===== src/sv/lcgrig_pkg.sv =====
// shared types and constants for the ranged lcg generator
// no dependencies; imported by every module of the block
package lcgrig_pkg;

  localparam int unsigned STATE_W   = 31;
  localparam int unsigned DATA_W    = 32;
  localparam int unsigned ALU_W     = 34;
  localparam int unsigned MUL_STEPS = 31;
  localparam int unsigned ACC_W     = 63;

  localparam logic [STATE_W-1:0] START_VALUE = 31'd881726454;
  localparam logic [STATE_W-1:0] LCG_MUL     = 31'd1103515245;
  localparam logic [STATE_W-1:0] LCG_ADD     = 31'd12345;
  localparam logic [STATE_W-1:0] LCG_MOD     = 31'h7FFF_FFFF;

  localparam logic OP_INCLUSIVE = 1'b0;
  localparam logic OP_HALF_OPEN = 1'b1;

  typedef struct packed {
    logic               operation;
    logic signed [31:0] range_low;
    logic signed [31:0] range_high;
  } in_item_t;

  typedef struct packed {
    logic signed [31:0] drawn_value;
    logic [30:0]        raw_draw;
  } out_item_t;

  typedef struct packed {
    logic sub;
    logic cin;
  } alu_ctrl_t;

endpackage


===== src/sv/lcgrig_alu.sv =====
// shared add / subtract / compare unit of the ranged lcg generator
// depends on lcgrig_pkg; carry out high on subtract means opa >= opb
module lcgrig_alu import lcgrig_pkg::*; (
  input  logic [ALU_W-1:0] opa,
  input  logic [ALU_W-1:0] opb,
  input  alu_ctrl_t        ctrl,
  output logic [ALU_W-1:0] sum,
  output logic             carry
);

  logic [ALU_W-1:0] b_eff;
  logic [ALU_W:0]   full;

  assign b_eff = ctrl.sub ? ~opb : opb;
  assign full  = {1'b0, opa} + {1'b0, b_eff} + {{ALU_W{1'b0}}, (ctrl.sub | ctrl.cin)};
  assign sum   = full[ALU_W-1:0];
  assign carry = full[ALU_W];

endmodule


===== src/sv/lcg_ranged_integer_generator.sv =====
// top level of the ranged lcg generator: sequencer, datapath registers and output stage
// depends on lcgrig_pkg and lcgrig_alu
//
// requests arrive on in_valid/in_ready with in_item (mode, low bound, high bound);
// each request gives one result on out_valid/out_ready with out_item (drawn value and
// the generator state after the request). the seed is written on cfg_valid/cfg_ready
// with cfg_seed while the block is idle; a seed of 0 loads the built-in start value.
// one 34-bit adder is reused for every step: span set-up (high minus low, then the
// inclusive increment), a shift-add multiply by the lcg constant (one multiplier bit
// per cycle), folding mod 2^31-1 (add the halves, add the carry back, subtract the
// modulus if reached), a restoring modulo by the span (one bit per cycle) and the
// final offset add. an empty inclusive draw skips the modulo and the offset add, and
// an empty half-open draw goes straight from the difference to the result.
// in_ready is high only while the sequencer is idle, so one request is in work at
// a time. the finished result sits in an output register: a stalled receiver holds
// out_item steady, and the next request may be taken meanwhile, its result waiting
// in the sequencer until the output register frees.
// reset (rst_n low, synchronous) empties the output register, idles the sequencer
// and loads the generator state with the start value.
module lcg_ranged_integer_generator import lcgrig_pkg::*; (
  input  logic                 clk,
  input  logic                 rst_n,
  input  logic                 in_valid,
  output logic                 in_ready,
  input  in_item_t             in_item,
  output logic                 out_valid,
  input  logic                 out_ready,
  output out_item_t            out_item,
  input  logic                 cfg_valid,
  output logic                 cfg_ready,
  input  logic [STATE_W-1:0]   cfg_seed
);

  localparam logic [3:0] S_IDLE  = 4'd0;
  localparam logic [3:0] S_DIFF  = 4'd1;
  localparam logic [3:0] S_SPAN  = 4'd2;
  localparam logic [3:0] S_MUL   = 4'd3;
  localparam logic [3:0] S_FOLD1 = 4'd4;
  localparam logic [3:0] S_FOLD2 = 4'd5;
  localparam logic [3:0] S_RED   = 4'd6;
  localparam logic [3:0] S_DIV   = 4'd7;
  localparam logic [3:0] S_ADD   = 4'd8;
  localparam logic [3:0] S_DONE  = 4'd9;

  localparam logic [4:0] LAST_STEP = 5'(MUL_STEPS - 1);

  logic [3:0]          state_r, state_nxt;
  logic [4:0]          cnt_r, cnt_nxt;
  logic                op_r, op_nxt;
  logic signed [31:0]  lo_r, lo_nxt;
  logic signed [31:0]  hi_r, hi_nxt;
  logic [ALU_W-1:0]    span_r, span_nxt;
  logic                empty_r, empty_nxt;
  logic [ACC_W-1:0]    acc_r, acc_nxt;
  logic [ALU_W-1:0]    tmp_r, tmp_nxt;
  logic [ALU_W-1:0]    rem_r, rem_nxt;
  logic [STATE_W-1:0]  gen_r, gen_nxt;
  logic [DATA_W-1:0]   res_r, res_nxt;
  logic                out_valid_r, out_valid_nxt;
  out_item_t           out_item_r, out_item_nxt;

  logic [ALU_W-1:0]    alu_a, alu_b, alu_sum;
  alu_ctrl_t           alu_ctrl;
  logic                alu_carry;
  logic [4:0]          div_idx;
  logic                diff_empty;

  lcgrig_alu u_alu (
    .opa   (alu_a),
    .opb   (alu_b),
    .ctrl  (alu_ctrl),
    .sum   (alu_sum),
    .carry (alu_carry)
  );

  assign in_ready   = (state_r == S_IDLE);
  assign cfg_ready  = (state_r == S_IDLE);
  assign out_valid  = out_valid_r;
  assign out_item   = out_item_r;
  assign div_idx    = LAST_STEP - cnt_r;
  assign diff_empty = alu_sum[ALU_W-1] | (alu_sum == '0);

  always_comb begin
    state_nxt     = state_r;
    cnt_nxt       = cnt_r;
    op_nxt        = op_r;
    lo_nxt        = lo_r;
    hi_nxt        = hi_r;
    span_nxt      = span_r;
    empty_nxt     = empty_r;
    acc_nxt       = acc_r;
    tmp_nxt       = tmp_r;
    rem_nxt       = rem_r;
    gen_nxt       = gen_r;
    res_nxt       = res_r;
    out_valid_nxt = out_valid_r;
    out_item_nxt  = out_item_r;
    alu_a         = '0;
    alu_b         = '0;
    alu_ctrl      = '0;

    if (out_valid_r && out_ready) begin
      out_valid_nxt = 1'b0;
    end

    case (state_r)
      S_IDLE: begin
        if (cfg_valid) begin
          gen_nxt = (cfg_seed == '0) ? START_VALUE : cfg_seed;
        end
        if (in_valid) begin
          op_nxt    = in_item.operation;
          lo_nxt    = in_item.range_low;
          hi_nxt    = in_item.range_high;
          state_nxt = S_DIFF;
        end
      end
      S_DIFF: begin
        // high - low, sign extended so the full signed span fits
        alu_a        = {{2{hi_r[31]}}, hi_r};
        alu_b        = {{2{lo_r[31]}}, lo_r};
        alu_ctrl.sub = 1'b1;
        span_nxt     = alu_sum;
        empty_nxt    = diff_empty;
        if (diff_empty && (op_r == OP_HALF_OPEN)) begin
          res_nxt   = lo_r;
          state_nxt = S_DONE;
        end else begin
          state_nxt = S_SPAN;
        end
      end
      S_SPAN: begin
        alu_a        = span_r;
        alu_ctrl.cin = (op_r == OP_INCLUSIVE);
        span_nxt     = alu_sum;
        // increment rides in the top half and lands at the bottom after the shifts
        acc_nxt      = {1'b0, LCG_ADD, {STATE_W{1'b0}}};
        cnt_nxt      = '0;
        state_nxt    = S_MUL;
      end
      S_MUL: begin
        alu_a   = {2'b00, acc_r[ACC_W-1:STATE_W]};
        alu_b   = LCG_MUL[cnt_r] ? {3'b000, gen_r} : '0;
        acc_nxt = {alu_sum[32:0], acc_r[STATE_W-1:1]};
        cnt_nxt = cnt_r + 5'd1;
        if (cnt_r == LAST_STEP) begin
          state_nxt = S_FOLD1;
        end
      end
      S_FOLD1: begin
        // 2^31 is 1 mod 2^31-1, so the halves simply add
        alu_a     = {3'b000, acc_r[61:STATE_W]};
        alu_b     = {3'b000, acc_r[STATE_W-1:0]};
        tmp_nxt   = alu_sum;
        state_nxt = S_FOLD2;
      end
      S_FOLD2: begin
        alu_a     = {{(ALU_W-1){1'b0}}, tmp_r[STATE_W]};
        alu_b     = {3'b000, tmp_r[STATE_W-1:0]};
        tmp_nxt   = alu_sum;
        state_nxt = S_RED;
      end
      S_RED: begin
        alu_a        = tmp_r;
        alu_b        = {3'b000, LCG_MOD};
        alu_ctrl.sub = 1'b1;
        gen_nxt      = alu_carry ? alu_sum[STATE_W-1:0] : tmp_r[STATE_W-1:0];
        rem_nxt      = '0;
        cnt_nxt      = '0;
        if (empty_r) begin
          res_nxt   = lo_r;
          state_nxt = S_DONE;
        end else begin
          state_nxt = S_DIV;
        end
      end
      S_DIV: begin
        // restoring step: trial subtract of the span, keep on no borrow
        alu_a        = {rem_r[ALU_W-2:0], gen_r[div_idx]};
        alu_b        = span_r;
        alu_ctrl.sub = 1'b1;
        rem_nxt      = alu_carry ? alu_sum : alu_a;
        cnt_nxt      = cnt_r + 5'd1;
        if (cnt_r == LAST_STEP) begin
          state_nxt = S_ADD;
        end
      end
      S_ADD: begin
        alu_a     = {2'b00, lo_r};
        alu_b     = {2'b00, rem_r[DATA_W-1:0]};
        res_nxt   = alu_sum[DATA_W-1:0];
        state_nxt = S_DONE;
      end
      S_DONE: begin
        if (!out_valid_r || out_ready) begin
          out_valid_nxt            = 1'b1;
          out_item_nxt.drawn_value = res_r;
          out_item_nxt.raw_draw    = gen_r;
          state_nxt                = S_IDLE;
        end
      end
      default: begin
        state_nxt = S_IDLE;
      end
    endcase
  end

  always_ff @(posedge clk) begin
    if (!rst_n) begin
      state_r     <= S_IDLE;
      out_valid_r <= 1'b0;
      gen_r       <= START_VALUE;
      cnt_r       <= '0;
    end else begin
      state_r     <= state_nxt;
      out_valid_r <= out_valid_nxt;
      gen_r       <= gen_nxt;
      cnt_r       <= cnt_nxt;
    end
  end

  always_ff @(posedge clk) begin
    op_r       <= op_nxt;
    lo_r       <= lo_nxt;
    hi_r       <= hi_nxt;
    span_r     <= span_nxt;
    empty_r    <= empty_nxt;
    acc_r      <= acc_nxt;
    tmp_r      <= tmp_nxt;
    rem_r      <= rem_nxt;
    res_r      <= res_nxt;
    out_item_r <= out_item_nxt;
  end

endmodule


===== config.mk =====
export PLATFORM = sky130hd
export DESIGN_NAME = lcg_ranged_integer_generator
export DESIGN_NICKNAME = d
export VERILOG_FILES = /design/src/sv/lcgrig_pkg.sv /design/src/sv/lcgrig_alu.sv /design/src/sv/lcg_ranged_integer_generator.sv
export SDC_FILE = /design/constraint.sdc
export NUM_CORES = 1
export LEC_CHECK = 0
export ABC_CLOCK_PERIOD_IN_PS = 8600
export BUFFER_PORTS_ARGS = -buffer_cell sky130_fd_sc_hd__clkbuf_2
export CAP_MARGIN = 20
export CORE_MARGIN = 2
export CORE_UTILIZATION = 40
export CTS_CLUSTER_SIZE = 14
export DETAILED_ROUTE_END_ITERATION = 16
export PLACE_DENSITY_LB_ADDON = 0.08
export SLEW_MARGIN = 40
export SYNTH_ARGS = -nofsm -noshare
export SYNTH_HDL_FRONTEND = slang
export SYNTH_SLANG_ARGS = --single-unit
export TNS_END_PERCENT = 10

===== constraint.sdc =====
create_clock -name clk -period 8.6 [get_ports clk]
set_clock_uncertainty 0.1 [all_clocks]
set_input_delay 0 -clock clk [delete_from_list [all_inputs] [get_ports clk]]
set_output_delay 0 -clock clk [all_outputs]
set_load 0.05 [all_outputs]

# After elaboration in Yosys (flattened, before gate mapping)
# Memory sizes are Yosys's and may differ from the RTL's. A register that Yosys moved wholly into a read port is not among the register bits.
# Cells that the tools add are included.
# op_classes
n_addsub,4
order_cmp,2
eq_ne,17
mux,32
bitwise,4
n_reduce_logical,22
# op_table
op,n
case mux 34 bit (8 select lines),1
case mux 34 bit (7 select lines),1
case mux 63 bit (2 select lines),1
2-to-1 mux 31 bit,4
case mux 32 bit (3 select lines),1
case mux 33 bit (2 select lines),1
2-to-1 mux 32 bit,2
case mux 31 bit (2 select lines),1
case mux 4 bit (10 select lines),1
adder 34 x 34 -> 35 bit,1
adder 35 x 1 -> 35 bit,1
zero test 34 bit,1
2-to-1 mux 34 bit,1
NOT 34 bit,1
2-to-1 mux 33 bit,1
zero test 31 bit,1
2-to-1 mux 4 bit,6
"== test 4 x 3 -> 1 bit, second input constant",4
"!= test 2 bit, second input constant",7
"< comparator 5 x 6 -> 1 bit, second input constant",2
2-to-1 mux 5 bit,2
case mux 5 bit (2 select lines),1
"== test 4 x 2 -> 1 bit, second input constant",2
"== test 4 bit, second input constant",2
other kinds (19),35
# totals
ff_bits,366
romBits,32
input_bits,101
output_inout_bits,66
word_cells,97
memories,1
# memory_table
memory,depth,width,rd,rd_clocked_by_memory_dff,write_ports,line,source
(no name shown),32,1,1,1,0,lcg_ranged_integer_generator.sv:143,"alu_b = LCG_MUL[cnt_r] ? {3'b000, gen_r} : '0;"

# Logic depth before layout (Yosys ltp)
# Gate-level depths: netlist of the first run.
# depth
ltp_word,13
ltp_mapped,24
mapped_depth_nobuf,20

# Cells and area by module
# From an unflattened synthesis of the first run, not the netlist that was laid out.
# hier_totals
cells_unflattened,1516
area_unflattened_um2,18433.9
# by_module_without_submodules
module,instances,cells_each,area_per_inst_um2,seq_area_each_um2
lcg_ranged_integer_generator,1,1206,16178.0,10600.2
lcgrig_alu,1,310,2255.9,0.0

# Worst setup path before layout of the first run
# OpenSTA, ideal clock, no wires.
# synth_path
path_type,reg-to-reg
startpoint,register cnt_r[0]
endpoint,"register res_r[0], enable pin"
arrival_time_ps,7242
t_required_ps,8059
path_slack_ps,817
path_stages_with_launch,21
path_buffers,2
cell_sequence,dfxtp_1 clkbuf_1 inv_1 ha_1 buf_1 mux4_2 mux4_2 o211ai_1 nand4_1 fa_1 fa_1 a31oi_2 o31a_2 o211ai_4 a21oi_1 xor2_1 inv_2 or4_4 nor4_4 nand2_2 a31oi_1
# synth_between
elab_chain_cells,11
# synth_rtl
element,line,source
start: declaration,lcg_ranged_integer_generator.sv:48,"logic [4:0] cnt_r, cnt_nxt;"
start signal: assignment,lcg_ranged_integer_generator.sv:218,cnt_r <= cnt_nxt;
subtractor 5 bit,lcg_ranged_integer_generator.sv:80,assign div_idx = LAST_STEP - cnt_r;
binary-select mux 1 bit (select 5 bit),lcg_ranged_integer_generator.sv:179,"alu_a = {rem_r[ALU_W-2:0], gen_r[div_idx]};"
2-to-1 mux 1 bit (not written as such),lcg_ranged_integer_generator.sv:179,
case mux 34 bit (8 select lines),lcg_ranged_integer_generator.sv:106,case (state_r)
adder 34 x 34 -> 35 bit,lcgrig_alu.sv:15,"assign full = {1'b0, opa} + {1'b0, b_eff} + {{ALU_W{1'b0}}, (ctrl.sub | ctrl.cin)};"
adder 35 x 1 -> 35 bit,lcgrig_alu.sv:15,
via alu_sum[24],lcg_ranged_integer_generator.sv:62,"logic [ALU_W-1:0] alu_a, alu_b, alu_sum;"
zero test 34 bit,lcg_ranged_integer_generator.sv:81,assign diff_empty = alu_sum[ALU_W-1] | (alu_sum == '0);
bitwise OR 1 bit,lcg_ranged_integer_generator.sv:81,
logical AND 1 bit,lcg_ranged_integer_generator.sv:125,if (diff_empty && (op_r == OP_HALF_OPEN)) begin
!= test 2 bit (no source line),--,
AND reduction 3 bit (no source line),--,
end signal: assignment,lcg_ranged_integer_generator.sv:231,res_r <= res_nxt;
end: declaration,lcg_ranged_integer_generator.sv:58,"logic [DATA_W-1:0] res_r, res_nxt;"
# The timed path passes the listed nets, and every way through them passes these cells. The select of a mux whose other input is x is not followed.
# A chain may end at the register's enable or synchronous reset.

# Final worst setup path of the first run
# Ends and elaborated chain as after synthesis.

==> results_dict.tcl, run 1 <==
set metrics [dict create \
    status "finished, final reports clean" \
    drtPass1Iterations 6 \
    cts_buffers 41 \
    core_um2 45600 \
    holdWs_ns 0.0389 \
    rsz0062_at_grt "no" \
    die_area_um2 48000 \
    wl_per_cell_um 25.3 \
    nets 2100 \
    worst_ir_drop_vdd_v 0.000175 \
    powerDensity_nw_per_um2 377 \
    synthArstFlopShare 0 \
    diodes 0 \
    synth_area_um2 18500 \
    post-route-min-period_ns 7.35 \
    placed_area_um2 20100 \
    synth_top_family_by_area "compound AO/OA/AOI/OAI gates" \
    ios 167 \
    timing.rr.end "res_r[0]$_DFFE_PP_" \
    design_area_um2 22700 \
    end_kind "flip-flop" \
    post-place-cells 2399 \
    final_max_slew_viol_count 0 \
    place_congestion 0.881 \
    synth-main-ff-cell "edfxtp_1" \
    instances_no_fill 2592 \
    clock_tree.htree_level_count 2 \
    ant_nets 0 \
    leakagePower_uw 0.00841 \
    grt_pass1_wl_um 95700 \
    worst_pin_slew_ns 0.866 \
    cts_setup_buffers 0 \
    grt-ovfl-total 0 \
    drt_iter0_drc 1846 \
    ys_types 75 \
    final_hold_viol_count 0 \
    row_count 78 \
    route.detailed.drc 0 \
    viasPerCell 5.96 \
    antenna_found_initial 0 \
    postCtsHoldBufs 117 \
    grt_pass1_vias 14500 \
    clock_latency_ns 0.58 \
    fill_cells 4134 \
    critPathLaunchType "flip-flop" \
    yosysTopAreaCellShare 0.527 \
    maxCapViolations 0 \
    worst_r2r_path_depth 19 \
    post-route-period-util 0.855 \
    start_util 0.406 \
    synth_fp_nets 1846 \
    vias 15400 \
    synthTopCellsByArea "edfxtp_1 53%, dfxtp_1 4.5%, o21ai_0 4.1%, a21oi_1 4.0%, nand2_1 3.4%" \
    synth_top_area_cell "edfxtp_1" \
    cp-startpoint "cnt_r[0]$_SDFFE_PN0N_" \
    cts.clk_slew.worst_paths_ns 0.06 \
    reg2reg_slack_ns 1.25 \
    cp-endpoint "res_r[0]$_DFFE_PP_" \
    synthAdderAreaFrac 0.0278 \
    yosys-top-cells-count "325 x edfxtp_1, 166 x nand2_1, 156 x nor2_1, 151 x o21ai_0, 147 x a21oi_1" \
    tns_ns 0 \
    synth_compound_area_frac 0.175 \
    synth_seq_cells 367 \
    synth_most_common_cell "edfxtp_1" \
    reg2reg_from "cnt_r[0]$_SDFFE_PN0N_" \
    die_y_um 219 \
    synthMuxAreaShare 0.0508 \
    cts_root_buffer "clkbuf_16" \
    path_max_fanout 27 \
    cp.arrival_ns 7.52 \
    port-buffer-count 166 \
    hp-class "input pin to flip-flop" \
    synthCells 1705 \
    gr-usage-all-layers 0.271 \
    hpwl_um 45700 \
    clock_sinks 367 \
    die_w_um 219 \
    cts_tree "built" \
    cts.repair.resized 0 \
    setup_viol 0 \
    yosysSeqAreaShare 0.572 \
    drive_above_1_share 0.178 \
    maxSlewHeadroom 0.421 \
    grt_max_degree 69 \
    synth_edf_count 325 \
    yosys.area_share.simple 0.126 \
    critical_path_class "flip-flop to flip-flop" \
    synthXorXnorAreaFrac 0.0128 \
    totalWireLength_um 65500 \
    avgSynthCellArea_um2 10.9 \
    max_freq_mhz 136 \
    synth-warning-count 0 \
    area_growth_pct 22.8 \
    cp.required_ns 8.76 \
    cts_buffer_depth 3 \
]
per-layer routing:
metal,track usage,part of all wire,vias to the layer above
li1,-,-,7021
met1,0.422,0.47,7540
met5,0,0,-
met3,0.0642,0.10,87
met4,0.0619,0.022,0
met2,0.377,0.41,789
worst min path at each step:
stage                            from            endpoint  cells after the start
final                     in_item[36]   lo_r[4]$_DFFE_PP_                      2
after global placement    in_item[61]  lo_r[29]$_DFFE_PP_                      1
after floorplan            in_item[0]   hi_r[0]$_DFFE_PP_                      0
after detailed placement   in_item[9]   hi_r[9]$_DFFE_PP_                      1
after CTS                 in_item[11]  hi_r[11]$_DFFE_PP_                      2
after global routing      in_item[12]  hi_r[12]$_DFFE_PP_                      2
critical path, stage by stage (launching register included):
cell and delay, ns:
dfxtp_1 0.77, inv_1 0.10, ha_1 0.52, mux4_2 0.35
mux4_2 0.48, o211ai_1 0.38, nand4_1 0.16, fa_1 0.46
fa_1 0.49, a31oi_2 0.31, o31a_2 0.28, o211ai_4 0.14
a21oi_1 0.29, xor2_1 0.37, inv_2 0.09, or4_4 0.55
nor4_4 0.37, nand2_2 0.14, a31oi_4 0.37, buf_12 0.24
state kept, by name (all words and copies together) (netlist names), named ones only:
| signal | count |
|---|---|
| tmp_r | 34 |
| out_item | 63 |
| cnt_r | 5 |
| lo_r | 32 |
| op_r | 1 |
| gen_r | 31 |
| res_r | 32 |
| rem_r | 33 |
| empty_r | 1 |
| span_r | 34 |
| state_r | 4 |
| out_valid | 1 |
| acc_r | 63 |
| hi_r | 32 |
cell type report:
class | instances | area [um^2] | share of cell area
flip-flops and latches | 367 | 10600 | 0.466
clock inverters | 17 | 168 | 0.00737
repair buffers | 333 | 2430 | 0.107
well taps | 600 | 751 | 0.0330
clock buffers | 59 | 1250 | 0.0550
inverters | 46 | 173 | 0.00759
multi-input cells | 1170 | 7360 | 0.324
per-stage QoR:
stage	utilization	power, uW	setup slack, ns
after detailed placement	0.442	6600	1.30
after global routing	0.499	9000	0.810
final	0.499	8580	1.25
after floorplan	-	5100	0.817
after CTS	0.499	8540	1.26
after global placement	0.441	6560	1.44
cell families after synthesis:
family,after synthesis
compound gates,514
xor+xnor,27
fa+ha+maj,40
buf+inv,168
flops,367
mux,80
simple gates,509
where the power goes:
part | total [uW] | switching (uW) | internal [uW]
combinational | 3760 | 2560 | 1210
clock | 1860 | 751 | 1100
sequential | 2970 | 339 | 2630
placed cells by master, fill, tap and decap left out, types with 9 or more instances in the layout:
master | netlist | layout
a211oi_1 | 22 | 22
a21o_1 | 14 | 14
a21oi_1 | 147 | 146
a221oi_1 | 41 | 41
a222oi_1 | 22 | 22
a31oi_1 | 10 | 9
and2_1 | 12 | 11
and3_1 | 34 | 34
buf_4 | 1 | 44
clkbuf_16 | 0 | 46
clkbuf_2 | 0 | 166
dfxtp_1 | 42 | 40
dlygate4sd3_1 | 0 | 117
edfxtp_1 | 325 | 325
ha_1 | 38 | 38
inv_1 | 44 | 43
mux2_2 | 32 | 32
mux2i_1 | 40 | 40
nand2_1 | 166 | 165
nand3_1 | 53 | 53
nand4_1 | 18 | 18
nor2_1 | 156 | 153
nor3_1 | 13 | 11
nor4_1 | 13 | 13
o211ai_1 | 10 | 10
o21ai_0 | 151 | 150
o22ai_1 | 32 | 32
or3_1 | 19 | 19
xnor2_1 | 14 | 13
xor2_1 | 13 | 12
No activity file was read; power rests on OpenSTA's default activity.
==> run 2, diff against run 1 <==
Settings changed: ABC_AREA from default to 1, SETUP_SLACK_MARGIN from default to 0.15.
==> results_dict.tcl, run 2 <==
set metrics [dict create \
    post-route-period-util 0.819 \
    start_util 0.406 \
    mostFrequentLayoutCells "562 x nand2_1, 325 x edfxtp_1, 295 x inv_1, 169 x nor2_1, 166 x clkbuf_2" \
    cts_buffer_depth 3 \
    cts_setup_buffers 0 \
    synth_fp_nets 2281 \
    row_count 80 \
    rsz0062_at_grt "no" \
    critical_path_class "flip-flop to flip-flop" \
    synthArstFlopShare 0 \
    die_y_um 224 \
    holdWs_ns 0.0290 \
    avgSynthCellArea_um2 9.05 \
    antenna_found_initial 5 \
    end_kind "flip-flop" \
    wl_per_cell_um 24.2 \
    grt_max_degree 64 \
    maxSlewHeadroom 0.342 \
    synth_most_common_cell "nand2_1" \
    port-buffer-count 166 \
    route.detailed.drc 0 \
    cts_root_buffer "clkbuf_16" \
    maxCapViolations 0 \
    ant_nets 0 \
    critPathLaunchType "flip-flop" \
    hpwl_um 53500 \
    nets 2561 \
    clock_latency_ns 0.58 \
    slowest_stage "xnor2_1" \
    cp_slowest_stage_delay_ns 0.64 \
    cts.repair.resized 0 \
    yosys-top-cells-count "564 x nand2_1, 325 x edfxtp_1, 297 x inv_1, 176 x nor2_1, 128 x o21ai_0" \
    worst_r2r_path_depth 26 \
    hp-class "input pin to flip-flop" \
    layout_commonest_cell "nand2_1" \
    drive_above_1_share 0.142 \
    die_w_um 224 \
    totalWireLength_um 74300 \
    yosysSeqAreaShare 0.547 \
    max_freq_mhz 142 \
    leakagePower_uw 0.00985 \
    postCtsHoldBufs 120 \
    grt_pass1_wl_um 108000 \
    synth-main-ff-cell "edfxtp_1" \
    worst_pin_slew_ns 0.977 \
    grt_pass1_vias 16600 \
    cp.required_ns 8.77 \
    holdPathStages 2 \
    cp.arrival_ns 7.22 \
    drtPass1Iterations 6 \
    final_hold_viol_count 0 \
    core_um2 47700 \
    ios 167 \
    area_growth_pct 21.9 \
    clock_tree.htree_level_count 2 \
    yosysTopAreaCellShare 0.504 \
    whs_endpoint "lo_r[4]$_DFFE_PP_" \
    place_congestion 1.02 \
    powerDensity_nw_per_um2 387 \
    setup_viol 0 \
    synth-warning-count 0 \
    ys_types 51 \
    synth_top_area_cell "edfxtp_1" \
    tns_ns 0 \
    status "finished, final reports clean" \
    grt-ovfl-total 0 \
    cts_tree "built" \
    synthTopCellsByArea "edfxtp_1 50%, nand2_1 11%, inv_1 5.8%, dfxtp_1 4.3%, nor2_1 3.4%" \
    final_max_slew_viol_count 0 \
    timing.rr.end "res_r[11]$_DFFE_PP_" \
    reg2reg_slack_ns 1.55 \
    post-route-min-period_ns 7.05 \
    path_max_fanout 26 \
    synth_area_um2 19400 \
    viasPerCell 5.58 \
    synthCells 2140 \
    synth_edf_count 325 \
    die_area_um2 50200 \
    drt_iter0_drc 1899 \
    cts.clk_slew.worst_paths_ns 0.06 \
    cts_buffers 42 \
    reg2reg_from "cnt_r[0]$_SDFFE_PN0N_" \
    clock_sinks 367 \
    vias 17100 \
    path_common_cell "nand2_1" \
    min_from "in_item[36]" \
    synth_seq_cells 367 \
    worst_ir_drop_vdd_v 0.000206 \
    gr-usage-all-layers 0.294 \
]
==> run 2: routing by layer <==
| layer | vias to the layer above | part of all wire | GRT usage | routed length, um |
|---|---|---|---|---|
| met5 | - | 0.00024 | 0 | 18 |
| met1 | 8282 | 0.44 | 0.409 | 32700 |
| met3 | 124 | 0.093 | 0.0784 | 6890 |
| li1 | 7877 | - | - | - |
| met2 | 833 | 0.44 | 0.452 | 32800 |
| met4 | 2 | 0.027 | 0.0843 | 1980 |
==> run 2: worst max path at each step <==
stage | start | to
after floorplan | state_r[1]$_SDFFE_PN0P_ | res_r[0]$_DFFE_PP_
after global placement | cnt_r[0]$_SDFFE_PN0N_ | res_r[13]$_DFFE_PP_
after detailed placement | cnt_r[0]$_SDFFE_PN0N_ | res_r[13]$_DFFE_PP_
after CTS | cnt_r[0]$_SDFFE_PN0N_ | res_r[13]$_DFFE_PP_
after global routing | cnt_r[0]$_SDFFE_PN0N_ | res_r[13]$_DFFE_PP_
final | cnt_r[0]$_SDFFE_PN0N_ | res_r[11]$_DFFE_PP_
==> run 2: kinds of logic after synthesis <==
group | share of synthesized area
AOI/OAI and AO/OA | 0.130
xor gates and xnor gates | 0.0216
adders and majority gates | 0.0266
buffers and inverters | 0.0809
DFF | 0.547
and+or+nand+nor | 0.194
==> run 2: area by class of cell <==
class                   instances  area [um^2]
inverters                     312         1170
flip-flops and latches        367        10600
clock buffers                  56         1170
repair buffers                324         2360
diodes                          2         5.00
well taps                     615          769
multi-input cells            1373         7280
fillers                      4551        24100
clock inverters                20          253
==> run 2: report_power, final <==
group	internal [uW]	switching, uW	leakage (uW)
logic	1180	3230	0.00573
clock network	1110	758	0.000689
registers	2640	220	0.00342
==> run 2: stage by stage <==
| stage | power, uW | cell area, um^2 | util | instances | worst slack [ns] |
|---|---|---|---|---|---|
| 2_1_floorplan | 5560 | 19400 | - | 2140 | 1.83 |
| 3_3_place_gp | 7120 | 20900 | 0.438 | 2869 | 1.63 |
| 3_5_place_dp | 7140 | 21000 | 0.440 | 2871 | 1.62 |
| 4_1_cts | 9100 | 23600 | 0.495 | 3067 | 1.57 |
| 5_1_grt | 9640 | 23600 | 0.495 | 3067 | 1.13 |
| 6_report | 9140 | 23600 | 0.495 | 3069 | 1.55 |
==> run 2: worst max-delay path, delay by kind of cell, from the launching register on <==
kind	cells	cell delay, ns
and+or+nand+nor	13	1.54
AOI/OAI and AO/OA	5	1.40
xor gates and xnor gates	1	0.64
buffers and inverters	4	1.13
adders and majority gates	3	1.55
DFF	1	0.31
==> run 3, diff against run 2 <==
Settings changed: ABC_CLOCK_PERIOD_IN_PS 8600 to 6850.
Clock period 8.6 ns to 6.85 ns, I/O delays scaled along.
==> results_dict.tcl, run 3 (synthesis results as in run 2) <==
set metrics [dict create \
    nets 2570 \
    grt_max_degree 71 \
    rsz0062_at_grt "no" \
    p_seq_frac 0.299 \
    clock_power_share 0.203 \
    cts.repair.resized 0 \
    maxSlewHeadroom 0.425 \
    busiest_layer "met2" \
    post-route-period-util 0.932 \
    reg2reg_from "state_r[1]$_SDFFE_PN0P_" \
    totalWireLength_um 75900 \
    critical_path_class "flip-flop to flip-flop" \
    pre_cts_ws_ns 0.983 \
    final_hold_viol_count 0 \
    final_max_slew_viol_count 0 \
    route.detailed.drc 0 \
    finalWorstSetupSlack_ns 0.463 \
    drive_above_1_share 0.152 \
    powerDensity_nw_per_um2 505 \
    power.share.switching 0.464 \
    vias 17300 \
    die_y_um 224 \
    cp_slowest_stage_delay_ns 0.59 \
    grt_pass1_wl_um 110000 \
    worst-path-buf-inv 6 \
    start_util 0.406 \
    viasPerCell 5.63 \
    die_w_um 224 \
    timing.rr.end "gen_r[28]$_SDFFE_PN1P_" \
    area_growth_pct 22.6 \
    clock_latency_ns 0.59 \
    whs_endpoint "lo_r[24]$_DFFE_PP_" \
    crit_family "simple AND/OR/NAND/NOR gates" \
    tns_ns 0 \
    worst_pin_slew_ns 0.863 \
    max_freq_mhz 157 \
    hp-class "input pin to flip-flop" \
    post-route-min-period_ns 6.39 \
    clock_tree.htree_level_count 2 \
    min_from "in_item[56]" \
    grt-ovfl-total 0 \
    diodes 0 \
    hpwl_um 55100 \
    p_switching_uw 5560 \
    cts_tree "built" \
    drt_iter0_drc 2086 \
    antenna_found_initial 1 \
    path_max_fanout 39 \
    grtUsageMet3 0.0770 \
    worst_ir_drop_vdd_v 0.000212 \
    reg2reg_slack_ns 0.46 \
    drtPass1Iterations 6 \
    holdPathStages 2 \
    critPathLaunchType "flip-flop" \
    cp.arrival_ns 6.82 \
    row_count 80 \
    combPwrFrac 0.498 \
    ios 167 \
    mostFrequentLayoutCells "563 x nand2_1, 325 x edfxtp_1, 296 x inv_1, 169 x nor2_1, 166 x clkbuf_2" \
    place_congestion 1.03 \
    path_cells "inv_1 -> nor2_1 -> inv_2 -> nor2_4 -> inv_2 -> nor2_4 -> buf_4 -> a211oi_1 -> o2111ai_1 -> xor2_1 -> ha_1 -> nand2_1 -> nor2_2 -> nand2_1 -> nor2_1 -> nand4_1 -> nand3_2 -> buf_4 -> nand2_1 -> o21ai_0 -> nor2_1 -> o311ai_1 -> dlygate4sd3_1" \
    slowest_stage "dlygate4sd3_1" \
    core_um2 47700 \
    met1_usage 0.435 \
    wl_per_cell_um 24.7 \
    status "finished, final reports clean" \
    layout_commonest_cell "nand2_1" \
    cts.clk_slew.worst_paths_ns 0.06 \
    port-buffer-count 166 \
    gr-usage-all-layers 0.302 \
    end_kind "flip-flop" \
    cts_buffers 43 \
    maxCapViolations 0 \
    intPower_uw 6440 \
    postCtsHoldBufs 110 \
    cp.required_ns 7.29 \
    cts_setup_buffers 0 \
    leakagePower_uw 0.00995 \
    fill_cells 4529 \
    ant_nets 0 \
    grt_pass1_vias 16400 \
    cts_root_buffer "clkbuf_16" \
    worst_r2r_path_depth 23 \
    use_met2 0.457 \
    clock_sinks 367 \
    cts_buffer_depth 3 \
    die_area_um2 50200 \
    setup_viol 0 \
]
[run 3: worst max path at each step]
stage,start,end,slack [ns],depth (start not counted)
6_report,state_r[1]$_SDFFE_PN0P_,gen_r[28]$_SDFFE_PN1P_,0.46,23
5_1_grt,state_r[1]$_SDFFE_PN0P_,gen_r[28]$_SDFFE_PN1P_,0.19,23
4_1_cts,state_r[1]$_SDFFE_PN0P_,gen_r[28]$_SDFFE_PN1P_,0.67,24
3_5_place_dp,cnt_r[0]$_SDFFE_PN0N_,res_r[16]$_DFFE_PP_,0.98,31
3_3_place_gp,state_r[1]$_SDFFE_PN0P_,res_r[21]$_DFFE_PP_,1.07,28
2_1_floorplan,state_r[1]$_SDFFE_PN0P_,res_r[0]$_DFFE_PP_,0.79,34
[run 3: area by class of cell]
cell class              instances  area (um^2)  area share
flip-flops and latches        367        10600       0.446
multi-input cells            1373         7280       0.307
repair buffers                332         2440       0.103
inverters                     312         1170      0.0493
clock buffers                  48         1160      0.0487
well taps                     615          769      0.0324
clock inverters                28          322      0.0135
[run 3: metal layers]
layer | wire [um] | vias to the layer above | share of wire
met5 | 13 | - | 0.00017
met4 | 1610 | 2 | 0.021
met3 | 7710 | 119 | 0.10
met2 | 33100 | 852 | 0.44
met1 | 33600 | 8467 | 0.44
li1 | - | 7867 | -
[run 3: metrics by stage]
step | total power [uW] | cells | hold WS, ns | util | area, um^2
final | 12000 | 3075 | 0.0270 | 0.497 | 23700
after detailed placement | 9450 | 2889 | 0.0786 | 0.443 | 21200
after floorplan | 6980 | 2140 | -0.00113 | - | 19400
after global routing | 12600 | 3075 | 0.0156 | 0.497 | 23700
after global placement | 9370 | 2886 | 0.0769 | 0.442 | 21100
after CTS | 12000 | 3075 | 0.00135 | 0.497 | 23700
[run 3: power by group through the flow]
stage	clock [uW]	sequential [uW]	combinational, uW
3_3_place_gp	0	3620	5750
6_report	2430	3590	5970
2_1_floorplan	0	3540	3440
3_5_place_dp	0	3620	5830
4_1_cts	2470	3580	5910
5_1_grt	2550	3620	6470
